File: src/rtl/core/rgba_fade_ramp_generator_core_macros.svh
// Assertion macros shared by the fade ramp generator RTL.
`ifndef RGBA_FADE_RAMP_GENERATOR_CORE_MACROS_SVH
`define RGBA_FADE_RAMP_GENERATOR_CORE_MACROS_SVH

// Same-cycle implication, disabled while reset is asserted.
`define RFRG_ASSERT_IMP(label, clk, rst_n, ante, cons, msg) \
    label: assert property (@(posedge clk) disable iff (!rst_n) (ante) |-> (cons)) \
        else $error(msg);

// Next-cycle implication, disabled while reset is asserted.
`define RFRG_ASSERT_NXT(label, clk, rst_n, ante, cons, msg) \
    label: assert property (@(posedge clk) disable iff (!rst_n) (ante) |=> (cons)) \
        else $error(msg);

`endif

File: src/rtl/core/rfrg_pkg.sv
// Shared constants, types and codes of the fade ramp generator.
package rfrg_pkg;

    localparam int TIME_BITS   = 16;
    localparam int FLOOR_STEPS = 4;
    localparam int COLOR_W     = 8;
    localparam int COLOR_MAX   = 255;
    localparam int NUM_LANES   = 4;
    localparam int TL_W        = TIME_BITS + 2;
    localparam int DUR_W       = 16;
    localparam int ID_W        = 16;
    localparam int SKIP_W      = 4;
    localparam int DUR_MAX     = (2 ** TIME_BITS) - 1;

    // Division datapath sizes.
    localparam int PROD_W = COLOR_W + TIME_BITS;
    localparam int REM_W  = TIME_BITS + 1;
    localparam int ACC_W  = REM_W + PROD_W;
    localparam int CNT_W  = $clog2(PROD_W);
    localparam int SUM_W  = PROD_W + 2;

    // Stream widths.
    localparam int S_DATA_W = 72;
    localparam int M_DATA_W = 56;
    localparam int S_USER_W = 2;

    localparam logic signed [TL_W-1:0] FLOOR_VAL = TL_W'(-FLOOR_STEPS);

    typedef logic [COLOR_W-1:0] color_t;

    typedef enum logic [1:0] {
        MODE_TICK  = 2'd0,
        MODE_START = 2'd1,
        MODE_SET   = 2'd2,
        MODE_NONE  = 2'd3
    } mode_t;

    typedef enum logic [3:0] {
        ST_IDLE = 4'b0001,
        ST_MUL  = 4'b0010,
        ST_DIV  = 4'b0100,
        ST_DONE = 4'b1000
    } state_t;

    // Sequencer controls to the lanes.
    typedef struct packed {
        logic load;
        logic step;
    } lane_ctl_t;

    // Signed quotient of one lane as sign and magnitude.
    typedef struct packed {
        logic              neg;
        logic [PROD_W-1:0] mag;
    } lane_res_t;

    // Input tdata layout, lowest field last.
    typedef struct packed {
        logic [ID_W-1:0]   notify_id;
        logic              has_notify;
        logic [DUR_W-1:0]  duration;
        color_t            alpha;
        color_t            blue;
        color_t            green;
        color_t            red;
        logic [SKIP_W-1:0] frame_skip;
    } in_data_t;

    // Result tdata layout, lowest field last.
    typedef struct packed {
        logic [ID_W-1:0] notify_out;
        logic            notify_fire;
        logic            hidden;
        color_t          out_alpha;
        color_t          out_blue;
        color_t          out_green;
        color_t          out_red;
    } result_t;

    localparam int IN_W  = $bits(in_data_t);
    localparam int RES_W = $bits(result_t);

endpackage

File: src/rtl/core/rfrg_lane.sv
// One color channel lane: scaled difference and a bit-serial restoring divider.
module rfrg_lane (
    input  logic                          aclk,
    input  rfrg_pkg::lane_ctl_t           ctl,
    input  rfrg_pkg::color_t              from_col,
    input  rfrg_pkg::color_t              to_col,
    input  logic [rfrg_pkg::TIME_BITS-1:0] t_val,
    input  logic [rfrg_pkg::TIME_BITS-1:0] total,
    output rfrg_pkg::lane_res_t           res
);
    import rfrg_pkg::*;

    logic signed [COLOR_W:0] diff;
    logic [COLOR_W-1:0]      mag;
    logic [ACC_W-1:0]        acc_reg;
    logic [ACC_W-1:0]        acc_next;
    logic [ACC_W-1:0]        shifted;
    logic [REM_W-1:0]        rem_top;
    logic                    neg_reg;

    // Sign and magnitude of start minus target.
    always_comb begin
        diff = signed'({1'b0, from_col}) - signed'({1'b0, to_col});
        mag  = diff[COLOR_W] ? COLOR_W'(-diff) : diff[COLOR_W-1:0];
    end

    // One quotient bit per step: shift in, compare, subtract.
    always_comb begin
        shifted  = {acc_reg[ACC_W-2:0], 1'b0};
        rem_top  = shifted[ACC_W-1:PROD_W];
        acc_next = shifted;
        if (rem_top >= {1'b0, total}) begin
            acc_next = {rem_top - {1'b0, total}, shifted[PROD_W-1:1], 1'b1};
        end
    end

    // The load seeds the dividend with the product; each step advances the division.
    always_ff @(posedge aclk) begin
        if (ctl.load) begin
            acc_reg <= {{REM_W{1'b0}}, PROD_W'(mag) * PROD_W'(t_val)};
            neg_reg <= diff[COLOR_W];
        end else if (ctl.step) begin
            acc_reg <= acc_next;
        end
    end

    assign res.neg = neg_reg;
    assign res.mag = acc_reg[PROD_W-1:0];

endmodule

File: src/rtl/core/rfrg_merge.sv
// Merge stage: adds each lane quotient to its target, clamps and packs the result.
module rfrg_merge (
    input  rfrg_pkg::lane_res_t [rfrg_pkg::NUM_LANES-1:0] lane_res,
    input  rfrg_pkg::color_t    [rfrg_pkg::NUM_LANES-1:0] to_col,
    input  logic                                          fire,
    input  logic [rfrg_pkg::ID_W-1:0]                     notify_value,
    output rfrg_pkg::result_t                             result
);
    import rfrg_pkg::*;

    color_t [NUM_LANES-1:0] col;
    logic signed [SUM_W-1:0] q [NUM_LANES];
    logic signed [SUM_W-1:0] v [NUM_LANES];

    // Truncated signed quotient plus target, held to the color range.
    always_comb begin
        for (int i = 0; i < NUM_LANES; i++) begin
            q[i] = signed'({2'b00, lane_res[i].mag});
            if (lane_res[i].neg) begin
                q[i] = -q[i];
            end
            v[i] = signed'(SUM_W'(to_col[i])) + q[i];
            if (v[i] < 0) begin
                col[i] = '0;
            end else if (v[i] > signed'(SUM_W'(COLOR_MAX))) begin
                col[i] = COLOR_W'(COLOR_MAX);
            end else begin
                col[i] = v[i][COLOR_W-1:0];
            end
        end
    end

    always_comb begin
        result.out_red     = col[0];
        result.out_green   = col[1];
        result.out_blue    = col[2];
        result.out_alpha   = col[3];
        result.hidden      = (col[3] == '0);
        result.notify_fire = fire;
        result.notify_out  = fire ? notify_value : '0;
    end

endmodule

File: src/rtl/core/rgba_fade_ramp_generator_core.sv
// A tick transfer passes in order through a multiply state, 24 divider steps and the merge into
// the output register, which it waits for when that is full; start and set transfers complete on acceptance.
// No new item is accepted while a tick is in the bit-serial dividers of the four lanes or awaits the output.
// A finished result waits in the output register while the next item is accepted.
// Reset (aresetn low, synchronous) sets the timer to the floor, the duration to one,
// clears all colors and the notification, and empties the output register.
`include "rgba_fade_ramp_generator_core_macros.svh"

module rgba_fade_ramp_generator_core (
    input  logic                            aclk,
    input  logic                            aresetn,
    input  logic                            s_tvalid,
    output logic                            s_tready,
    // frame_skip, red, green, blue, alpha, duration, has_notify, notify_id, zero fill
    input  logic [rfrg_pkg::S_DATA_W-1:0]   s_tdata,
    // mode
    input  logic [rfrg_pkg::S_USER_W-1:0]   s_tuser,
    output logic                            m_tvalid,
    input  logic                            m_tready,
    // out_red, out_green, out_blue, out_alpha, hidden, notify_fire, notify_out, zero fill
    output logic [rfrg_pkg::M_DATA_W-1:0]   m_tdata
);
    import rfrg_pkg::*;

    state_t                  state_reg;
    logic [CNT_W-1:0]        step_cnt_reg;
    logic signed [TL_W-1:0]  time_left_reg;
    logic [TIME_BITS-1:0]    time_total_reg;
    logic [TIME_BITS-1:0]    t_reg;
    color_t [NUM_LANES-1:0]  start_reg;
    color_t [NUM_LANES-1:0]  target_reg;
    color_t [NUM_LANES-1:0]  current_reg;
    logic                    armed_reg;
    logic [ID_W-1:0]         notify_value_reg;
    logic                    fire_reg;
    logic                    m_tvalid_reg;
    result_t                 out_reg;

    in_data_t                in_d;
    mode_t                   mode;
    logic                    in_xfer;
    color_t [NUM_LANES-1:0]  in_col;
    logic [DUR_W-1:0]        dur_sat;
    logic [TIME_BITS-1:0]    dur_eff;
    logic signed [TL_W-1:0]  tl_dec;
    logic signed [TL_W-1:0]  tl_new;
    lane_ctl_t               lane_ctl;
    lane_res_t [NUM_LANES-1:0] lane_res;
    result_t                 merged;
    logic                    out_load;

    assign in_d    = in_data_t'(s_tdata[IN_W-1:0]);
    assign mode    = mode_t'(s_tuser);
    assign s_tready = (state_reg == ST_IDLE);
    assign in_xfer = s_tvalid && s_tready;
    assign in_col  = {in_d.alpha, in_d.blue, in_d.green, in_d.red};

    // Duration saturates to the timer range, and zero counts as one.
    always_comb begin
        dur_sat = (32'(in_d.duration) > 32'(DUR_MAX)) ? DUR_W'(DUR_MAX) : in_d.duration;
        dur_eff = TIME_BITS'(dur_sat);
        if (dur_eff == '0) begin
            dur_eff = TIME_BITS'(1);
        end
    end

    // Timer count-down, held at the floor.
    always_comb begin
        tl_dec = time_left_reg - signed'(TL_W'(in_d.frame_skip)) - signed'(TL_W'(1));
        tl_new = (tl_dec < FLOOR_VAL) ? FLOOR_VAL : tl_dec;
    end

    assign lane_ctl.load = (state_reg == ST_MUL);
    assign lane_ctl.step = (state_reg == ST_DIV);
    assign out_load      = (state_reg == ST_DONE) && (!m_tvalid_reg || m_tready);

    // One lane per color channel.
    for (genvar g = 0; g < NUM_LANES; g++) begin : g_lane
        rfrg_lane u_lane (
            .aclk     (aclk),
            .ctl      (lane_ctl),
            .from_col (start_reg[g]),
            .to_col   (target_reg[g]),
            .t_val    (t_reg),
            .total    (time_total_reg),
            .res      (lane_res[g])
        );
    end

    rfrg_merge u_merge (
        .lane_res     (lane_res),
        .to_col       (target_reg),
        .fire         (fire_reg),
        .notify_value (notify_value_reg),
        .result       (merged)
    );

    // Sequencer and fade state.
    always_ff @(posedge aclk) begin
        if (!aresetn) begin
            state_reg        <= ST_IDLE;
            step_cnt_reg     <= '0;
            time_left_reg    <= FLOOR_VAL;
            time_total_reg   <= TIME_BITS'(1);
            start_reg        <= '0;
            target_reg       <= '0;
            current_reg      <= '0;
            armed_reg        <= 1'b0;
            notify_value_reg <= '0;
            fire_reg         <= 1'b0;
        end else begin
            case (state_reg)
                ST_IDLE: begin
                    if (in_xfer) begin
                        case (mode)
                            MODE_START: begin
                                start_reg        <= current_reg;
                                target_reg       <= in_col;
                                time_left_reg    <= signed'(TL_W'(dur_eff));
                                time_total_reg   <= dur_eff;
                                armed_reg        <= in_d.has_notify;
                                notify_value_reg <= in_d.notify_id;
                            end
                            MODE_SET: begin
                                current_reg <= in_col;
                            end
                            MODE_TICK: begin
                                time_left_reg <= tl_new;
                                t_reg         <= tl_new[TL_W-1] ? '0 : tl_new[TIME_BITS-1:0];
                                fire_reg      <= (tl_new == FLOOR_VAL) && armed_reg;
                                if (tl_new == FLOOR_VAL) begin
                                    armed_reg <= 1'b0;
                                end
                                state_reg <= ST_MUL;
                            end
                            default: begin
                            end
                        endcase
                    end
                end
                ST_MUL: begin
                    step_cnt_reg <= '0;
                    state_reg    <= ST_DIV;
                end
                ST_DIV: begin
                    step_cnt_reg <= step_cnt_reg + CNT_W'(1);
                    if (step_cnt_reg == CNT_W'(PROD_W - 1)) begin
                        state_reg <= ST_DONE;
                    end
                end
                ST_DONE: begin
                    if (out_load) begin
                        current_reg <= {merged.out_alpha, merged.out_blue,
                                        merged.out_green, merged.out_red};
                        state_reg   <= ST_IDLE;
                    end
                end
                default: begin
                    state_reg <= ST_IDLE;
                end
            endcase
        end
    end

    // Output register between the sequencer and the result channel.
    always_ff @(posedge aclk) begin
        if (!aresetn) begin
            m_tvalid_reg <= 1'b0;
        end else if (out_load) begin
            m_tvalid_reg <= 1'b1;
        end else if (m_tready) begin
            m_tvalid_reg <= 1'b0;
        end
    end

    always_ff @(posedge aclk) begin
        if (out_load) begin
            out_reg <= merged;
        end
    end

    assign m_tvalid = m_tvalid_reg;
    assign m_tdata  = {{(M_DATA_W - RES_W){1'b0}}, out_reg};

    // Checks on the timer, the divider sequence and the result contents.
    `RFRG_ASSERT_IMP(a_timer_floor, aclk, aresetn, 1'b1, time_left_reg >= FLOOR_VAL, "timer below floor")
    `RFRG_ASSERT_IMP(a_fire_at_floor, aclk, aresetn, out_load && fire_reg, time_left_reg == FLOOR_VAL, "notification outside floor")
    `RFRG_ASSERT_NXT(a_div_start, aclk, aresetn, state_reg == ST_MUL, (state_reg == ST_DIV) && (step_cnt_reg == '0), "divider did not start")
    `RFRG_ASSERT_IMP(a_hidden_flag, aclk, aresetn, m_tvalid_reg, out_reg.hidden == (out_reg.out_alpha == '0), "hidden flag mismatch")

endmodule
File: config.mk
export PLATFORM = sky130hd
export DESIGN_NAME = rgba_fade_ramp_generator_core
export DESIGN_NICKNAME = d
export VERILOG_FILES = /design/src/rtl/core/rfrg_pkg.sv /design/src/rtl/core/rfrg_lane.sv /design/src/rtl/core/rfrg_merge.sv /design/src/rtl/core/rgba_fade_ramp_generator_core.sv
export VERILOG_INCLUDE_DIRS = /design/src /design/src/rtl/core
export SDC_FILE = /design/constraint.sdc
export NUM_CORES = 2
export LEC_CHECK = 0
export ABC_AREA = 1
export BUFFER_PORTS_ARGS = -buffer_cell sky130_fd_sc_hd__buf_4
export CAP_MARGIN = 20
export CORE_MARGIN = 2
export CORE_UTILIZATION = 35
export DETAILED_ROUTE_END_ITERATION = 16
export PLACE_DENSITY_LB_ADDON = 0.05
export RECOVER_POWER = 100
export SLEW_MARGIN = 5
export SYNTH_ARGS = -nofsm -noshare
export SYNTH_HDL_FRONTEND = slang
export SYNTH_HIERARCHICAL = 1
export SYNTH_SLANG_ARGS = --single-unit
File: constraint.sdc
create_clock -name aclk -period 6 [get_ports aclk]
set_clock_uncertainty 0.05 [all_clocks]
set_input_delay 0 -clock aclk [delete_from_list [all_inputs] [get_ports aclk]]
set_output_delay 0 -clock aclk [all_outputs]
set_load 0.1 [all_outputs]
Word-level counts from Yosys, hierarchy flattened
Index checks and enable logic that the tools add are counted.
{"block": "word_totals", "latchBits": 0, "mem_bits_ro": 0, "out_inout_bits": 58, "in_bits": 78, "n_memories": 0, "ram_bits": 0, "wordCells": 158, "register_bits": 388}
{"block": "classes", "multipliers": 4, "reduce_logical": 19, "n_mux": 45, "n_div": 0, "shifts": 0, "n_addsub": 23, "bitwise": 0, "eq_ne": 14, "magnitude_cmp": 13}
{"op": "24-bit 2-to-1 mux", "count": 8}
{"op": "40-bit 2-to-1 mux", "count": 4}
{"op": "9-bit by 26-bit adder with 26-bit output", "count": 4}
{"op": "26-bit by 9-bit greater-than comparator with 1-bit output, second input constant", "count": 4}
{"op": "26-bit by 1-bit less-than comparator with 1-bit output, second input constant", "count": 4}
{"op": "26-bit 2-to-1 mux", "count": 4}
{"op": "24-bit negation with 26-bit output", "count": 4}
{"op": "8-bit by 16-bit multiplier with 24-bit output", "count": 4}
{"op": "32-bit 2-to-1 mux", "count": 3}
{"op": "8-bit 2-to-1 mux", "count": 12}
{"op": "17-bit by 16-bit >= comparator with 1-bit output", "count": 4}
{"op": "32-bit one-hot mux with 2 select lines", "count": 1}
{"op": "16-bit subtractor", "count": 4}
{"op": "18-bit one-hot mux with 2 select lines", "count": 1}
{"op": "8-bit by 8-bit subtractor with 9-bit output", "count": 4}
{"op": "8-bit negation", "count": 4}
{"op": "18-bit by 3-bit equality test with 1-bit output, second input constant", "count": 1}
{"op": "18-bit by 3-bit less-than comparator with 1-bit output, second input constant", "count": 1}
{"op": "18-bit 2-to-1 mux", "count": 1}
{"op": "18-bit by 2-bit subtractor with 18-bit output, second input constant", "count": 1}
{"op": "18-bit by 5-bit subtractor with 18-bit output", "count": 1}
{"op": "16-bit zero test", "count": 1}
{"op": "16-bit 2-to-1 mux", "count": 1}
{"op": "4-bit 2-to-1 mux", "count": 4}
{"op": "22 further kinds", "count": 38}

Depth between registers and ports, before layout
{"block": "logic_depth", "ltp_word": 8, "depth_mapped": 35}

Cells and area by module
The synthesis kept the hierarchy.
{"module": "rgba_fade_ramp_generator_core", "seq_area_each_um2": 5144.9, "area_each_um2": 8878.5, "n_inst": 1, "cells_per_inst": 1035}
{"module": "rfrg_lane at g_lane[3].u_lane", "seq_area_each_um2": 1071.0, "area_each_um2": 7976.4, "n_inst": 1, "cells_per_inst": 1115}
{"module": "rfrg_lane at g_lane[0].u_lane", "seq_area_each_um2": 1071.0, "area_each_um2": 7926.4, "n_inst": 1, "cells_per_inst": 1146}
{"module": "rfrg_lane at g_lane[2].u_lane", "seq_area_each_um2": 1071.0, "area_each_um2": 7880.1, "n_inst": 1, "cells_per_inst": 1122}
{"module": "rfrg_lane at g_lane[1].u_lane", "seq_area_each_um2": 1071.0, "area_each_um2": 7751.2, "n_inst": 1, "cells_per_inst": 1078}
{"module": "rfrg_merge", "seq_area_each_um2": 0.0, "area_each_um2": 6777.8, "n_inst": 1, "cells_per_inst": 1270}

Worst setup path after synthesis
Ideal clock, no wire load.
{"block": "synth_path", "path_kind": "reg-to-reg", "from": "register start_reg[16] (netlist bit)", "to": "register g_lane[2].u_lane.acc_reg[15] (data pin)", "setup_ps": 254, "arrival_time_ps": 5383, "path_slack_ps": 314, "period_less_slack_ps": 5686, "stages_incl_launch_ff": 31, "cell_sequence": "dfxtp_1 -> inv_1 -> ha_1 -> inv_1 -> fa_1 -> inv_1 -> ha_1 -> inv_1 -> nor2_1 -> nand2_2 -> nor2_1 -> nand2_1 -> nand3_1 -> buf_4 -> a21oi_1 -> fa_1 -> inv_1 -> fa_1 -> fa_1 -> fa_1 -> inv_1 -> ha_1 -> nand2_1 -> inv_1 -> nand2_1 -> nand3_1 -> nand2_1 -> nand2_1 -> or2_2 -> nand3_1 -> nand2_1"}
{"block": "synth_via", "elab_chain_cells": 5}
{"element": "from (decl)", "line": "rgba_fade_ramp_generator_core.sv:30", "rtl": "color_t [NUM_LANES-1:0] start_reg;"}
{"element": "from (signal assigned)", "line": "rgba_fade_ramp_generator_core.sv:117", "rtl": "start_reg <= current_reg;"}
{"element": "8-bit by 8-bit subtractor with 9-bit output *", "line": "rfrg_lane.sv:23", "rtl": "diff = signed'({1'b0, from_col}) - signed'({1'b0, to_col});"}
{"element": "8-bit negation", "line": "rfrg_lane.sv:24", "rtl": "mag = diff[COLOR_W] ? COLOR_W'(-diff) : diff[COLOR_W-1:0];"}
{"element": "8-bit 2-to-1 mux *", "line": "rfrg_lane.sv:24"}
{"element": "8-bit by 16-bit multiplier with 24-bit output *", "line": "rfrg_lane.sv:40", "rtl": "acc_reg <= {{REM_W{1'b0}}, PROD_W'(mag) * PROD_W'(t_val)};"}
{"element": "24-bit 2-to-1 mux *", "line": "rfrg_lane.sv:39", "rtl": "if (ctl.load) begin"}
{"element": "to (signal assigned)", "line": "rfrg_lane.sv:40"}
{"element": "to (signal assigned)", "line": "rfrg_lane.sv:43", "rtl": "acc_reg <= acc_next;"}
{"element": "to (decl)", "line": "rfrg_lane.sv:15", "rtl": "logic [ACC_W-1:0] acc_reg;"}
Every way passes the cells marked *; elsewhere a longest branch is shown, timed or not.
A chain may end at the register's enable or synchronous reset.

Worst setup path after layout
{"block": "layout_path", "from": "register start_reg[8] (netlist bit)", "to": "register g_lane[1].u_lane.acc_reg[12] (data pin)"}
{"block": "layout_via", "elab_chain_cells": 5}
{"element": "8-bit by 8-bit subtractor with 9-bit output *", "line": "rfrg_lane.sv:23"}
{"element": "8-bit negation", "line": "rfrg_lane.sv:24"}
{"element": "8-bit 2-to-1 mux *", "line": "rfrg_lane.sv:24"}
{"element": "8-bit by 16-bit multiplier with 24-bit output *", "line": "rfrg_lane.sv:40"}
{"element": "24-bit 2-to-1 mux *", "line": "rfrg_lane.sv:39"}
{"element": "to (signal assigned)", "line": "rfrg_lane.sv:40"}
{"element": "to (signal assigned)", "line": "rfrg_lane.sv:43"}
{"element": "to (decl)", "line": "rfrg_lane.sv:15"}
Marked as above.

==> qor.yml <==
status: "finished, final reports clean"
period_needed_ns: 5.82
dieArea_sq_um: 138000
drt-vias-per-instance: 4.82
worstReg2RegEnd: "g_lane[1].u_lane/acc_reg[12]$_DFFE_PP_"
hold_violations: 0
synth.distinct_cells: 72
whs_path_depth: 4
nFillCells: 14000
fmax_mhz: 172
clk_pin_slew_ns: 0.06
antenna_left: 0
cp_max_fo: 7
drt-pass1-iter-count: 6
drc: 0
num_rows: 134
synth_largest_area_cell: "fa_1"
crit_path_start_kind: "flop"
end_kind: "flop"
cp.required_ns: 6.31
fp.coreArea_sq_um: 134000
antenna_found_initial: 6
setup_violations: 0
wirelength_microns: 153000
worst_slew_pin_slew_ns: 1.39
dr_total_vias: 43500
maxCapViolations: 0
min_to: "target_reg[19]$_SDFFE_PN0P_"
io_buffers: 126
cp.arrival_ns: 6.13
cts_tree: "done"
final.hold.worst_slack_ns: 0.0933
overflow: 0
final_cell_mix: "1662 x nand2_1, 1129 x inv_1, 677 x nor2_1, 440 x buf_4, 402 x nand3_1"
worstSkewPairLatency_ns: 0.66
slew_headroom_pct: 7.41
chipHeight_microns: 371
mappedNetlistArea_sq_um: 47200
drt_iter0_markers: 2695
wl_per_cell_microns: 17.0
slew_violations: 0
cts.sinks: 388
grt_pass1_vias: 42600
dp.cells: 8744
cts_made_buffers: 50
rr_worst_depth: 27
layout_commonest_cell: "nand2_1"
synth.top_cell.area_share_pct: 14.8
layoutNonFillerInstCount: 9028
initial_utilization_pct: 35.3
crit_type: "reg2reg"
dpl.hpwl_microns: 120000
min_period_over_period_pct: 96.9
top_usage_layer: "met2"
h-tree-depth: 2
timing.rr.start: "start_reg[8]$_SDFFE_PN0P_"
rsz0062_at_grt: "yes"
grt_util_met3_pct: 2.21
syn_area_per_cell_sq_um: 6.97
cts_root_buf: "clkbuf_16"
drive_gt1_share_pct: 17.1
dieWidth_microns: 371
synth-main-ff-cell: "dfxtp_1"
met2_usage_pct: 36.0
grt_usage_pct: 21.9
area_delta_synth_final_pct: 20.3
largest_reg_flops: 160
synth-edff-count: 166
min_from: "s_tdata[23]"
ys_warn_count: 6
cts_buffer_depth: 3
synth_seq_cells: 388
synth_area_leaders: "fa_1 15%, nand2_1 14%, edfxtp_1 11%"
grt_first_pass_wirelength_microns: 239000
grt_max_degree: 87
reg2reg_slack_ns: 0.18
io-pin-count: 136
ys_seq_area_share_pct: 20.0
hold_path_class: "in2reg"
gr-usage-met1_pct: 30.8
nets: 7962
place_congestion: 0.897
syn_inst: 6766
synthArstFlopShare_pct: 0
## metal layers
metal	share of wire [%]	up-vias
met1	48	20500
met2	46	778
met3	4.2	154
met4	2.2	2
met5	0.0085	-
li1	-	22100
## metrics by stage
stage | utilization, % | setup slack, ns | instance area, sq um | TNS [ns]
6_report | 42.5 | 0.185 | 56800 | 0
5_1_grt | 42.5 | -0.0462 | 56800 | -0.506
4_1_cts | 40.8 | -0.0102 | 54500 | -0.0138
3_5_place_dp | 38.5 | -0.163 | 51400 | -1.37
3_3_place_gp | 38.5 | -0.188 | 51400 | -1.25
2_1_floorplan | - | 0.314 | 47200 | 0
## worst max path at each step
stage	startpoint	endpoint	slack, ns	depth (start not counted)
final	start_reg[8]$_SDFFE_PN0P_	g_lane[1].u_lane/acc_reg[12]$_DFFE_PP_	0.18	27
after detailed placement	target_reg[16]$_SDFFE_PN0P_	g_lane[2].u_lane/acc_reg[23]$_DFFE_PP_	-0.16	25
after global placement	target_reg[16]$_SDFFE_PN0P_	g_lane[2].u_lane/acc_reg[23]$_DFFE_PP_	-0.19	25
after floorplan	start_reg[16]$_SDFFE_PN0P_	g_lane[2].u_lane/acc_reg[15]$_DFFE_PP_	0.31	30
after global routing	start_reg[24]$_SDFFE_PN0P_	g_lane[3].u_lane/acc_reg[22]$_DFFE_PP_	-0.05	33
after CTS	start_reg[0]$_SDFFE_PN0P_	g_lane[0].u_lane/acc_reg[12]$_DFFE_PP_	-0.01	30
## final cells by class
class                   instances  area, sq um  area share, %
diodes                          2         5.00        0.00882
multi-input cells            4928        33500           58.9
repair buffers                647         5310           9.36
clock inverters                38          422          0.743
inverters                    1201         4580           8.07
clock buffers                  56         1340           2.35
flip-flops and latches        388         9440           16.6
well taps                    1768         2210           3.90
## Yosys cell counts (4+ instances only)
master	count
nand2_2	59
a21oi_2	59
or2_1	4
nand4_2	8
xnor2_1	67
and2_1	4
ha_1	319
nor2_1	713
o211ai_1	9
a31oi_1	51
o21ai_1	44
buf_6	20
nand2_1	1738
o21a_1	11
nand4_1	75
buf_2	36
nand3_2	27
nand3b_1	94
nand2_4	14
nor3_2	5
dfxtp_1	222
inv_1	1157
buf_1	4
fa_1	349
clkbuf_1	67
nand3_1	418
nor2_2	39
o21ai_2	10
a21oi_1	281
nor2_4	27
xor2_1	98
or2_2	18
edfxtp_1	166
o31ai_1	5
clkinv_1	5
o21ai_0	255
o221ai_1	8
inv_2	36
nor3_1	38
buf_4	127
o21bai_1	20
a21o_1	4
nor4_1	12
## worst max-delay path: stages, from the launching register on
cell	delay (ns)
dfxtp_2	0.32
inv_1	0.05
ha_2	0.17
inv_2	0.04
fa_2	0.59
inv_2	0.06
ha_4	0.17
buf_4	0.14
nor2_4	0.14
xor2_4	0.22
buf_6	0.18
nor2_1	0.07
fa_1	0.49
inv_1	0.06
fa_1	0.49
fa_1	0.45
fa_1	0.55
inv_1	0.04
ha_1	0.30
buf_4	0.16
nand2_2	0.08
nor2_1	0.06
nor2_1	0.08
nand2_1	0.07
nand2_1	0.06
nand2_1	0.09
xnor2_1	0.23
o21ai_0	0.10
## timing repair
action	in CTS	in global routing
cloned	0	5
setup endpoints to repair	38	67
resized for setup	41	460
buffers inserted	0	61
pin swaps	8	167
hold endpoints to repair	155	0
hold buffers	120	0
## cells by family after synthesis
kind of cell | count (synthesis) | share of synthesized area, %
buf+inv | 1456 | 13.1
flops | 388 | 20.0
fa+ha+maj | 668 | 23.3
compound gates | 773 | 9.37
other cells | 1 | 0.00795
simple gates | 3307 | 30.9
xor+xnor | 173 | 3.43
Power is not shown: default switching activity piles up to over one toggle a cycle in this logic, so the estimate is an artifact.
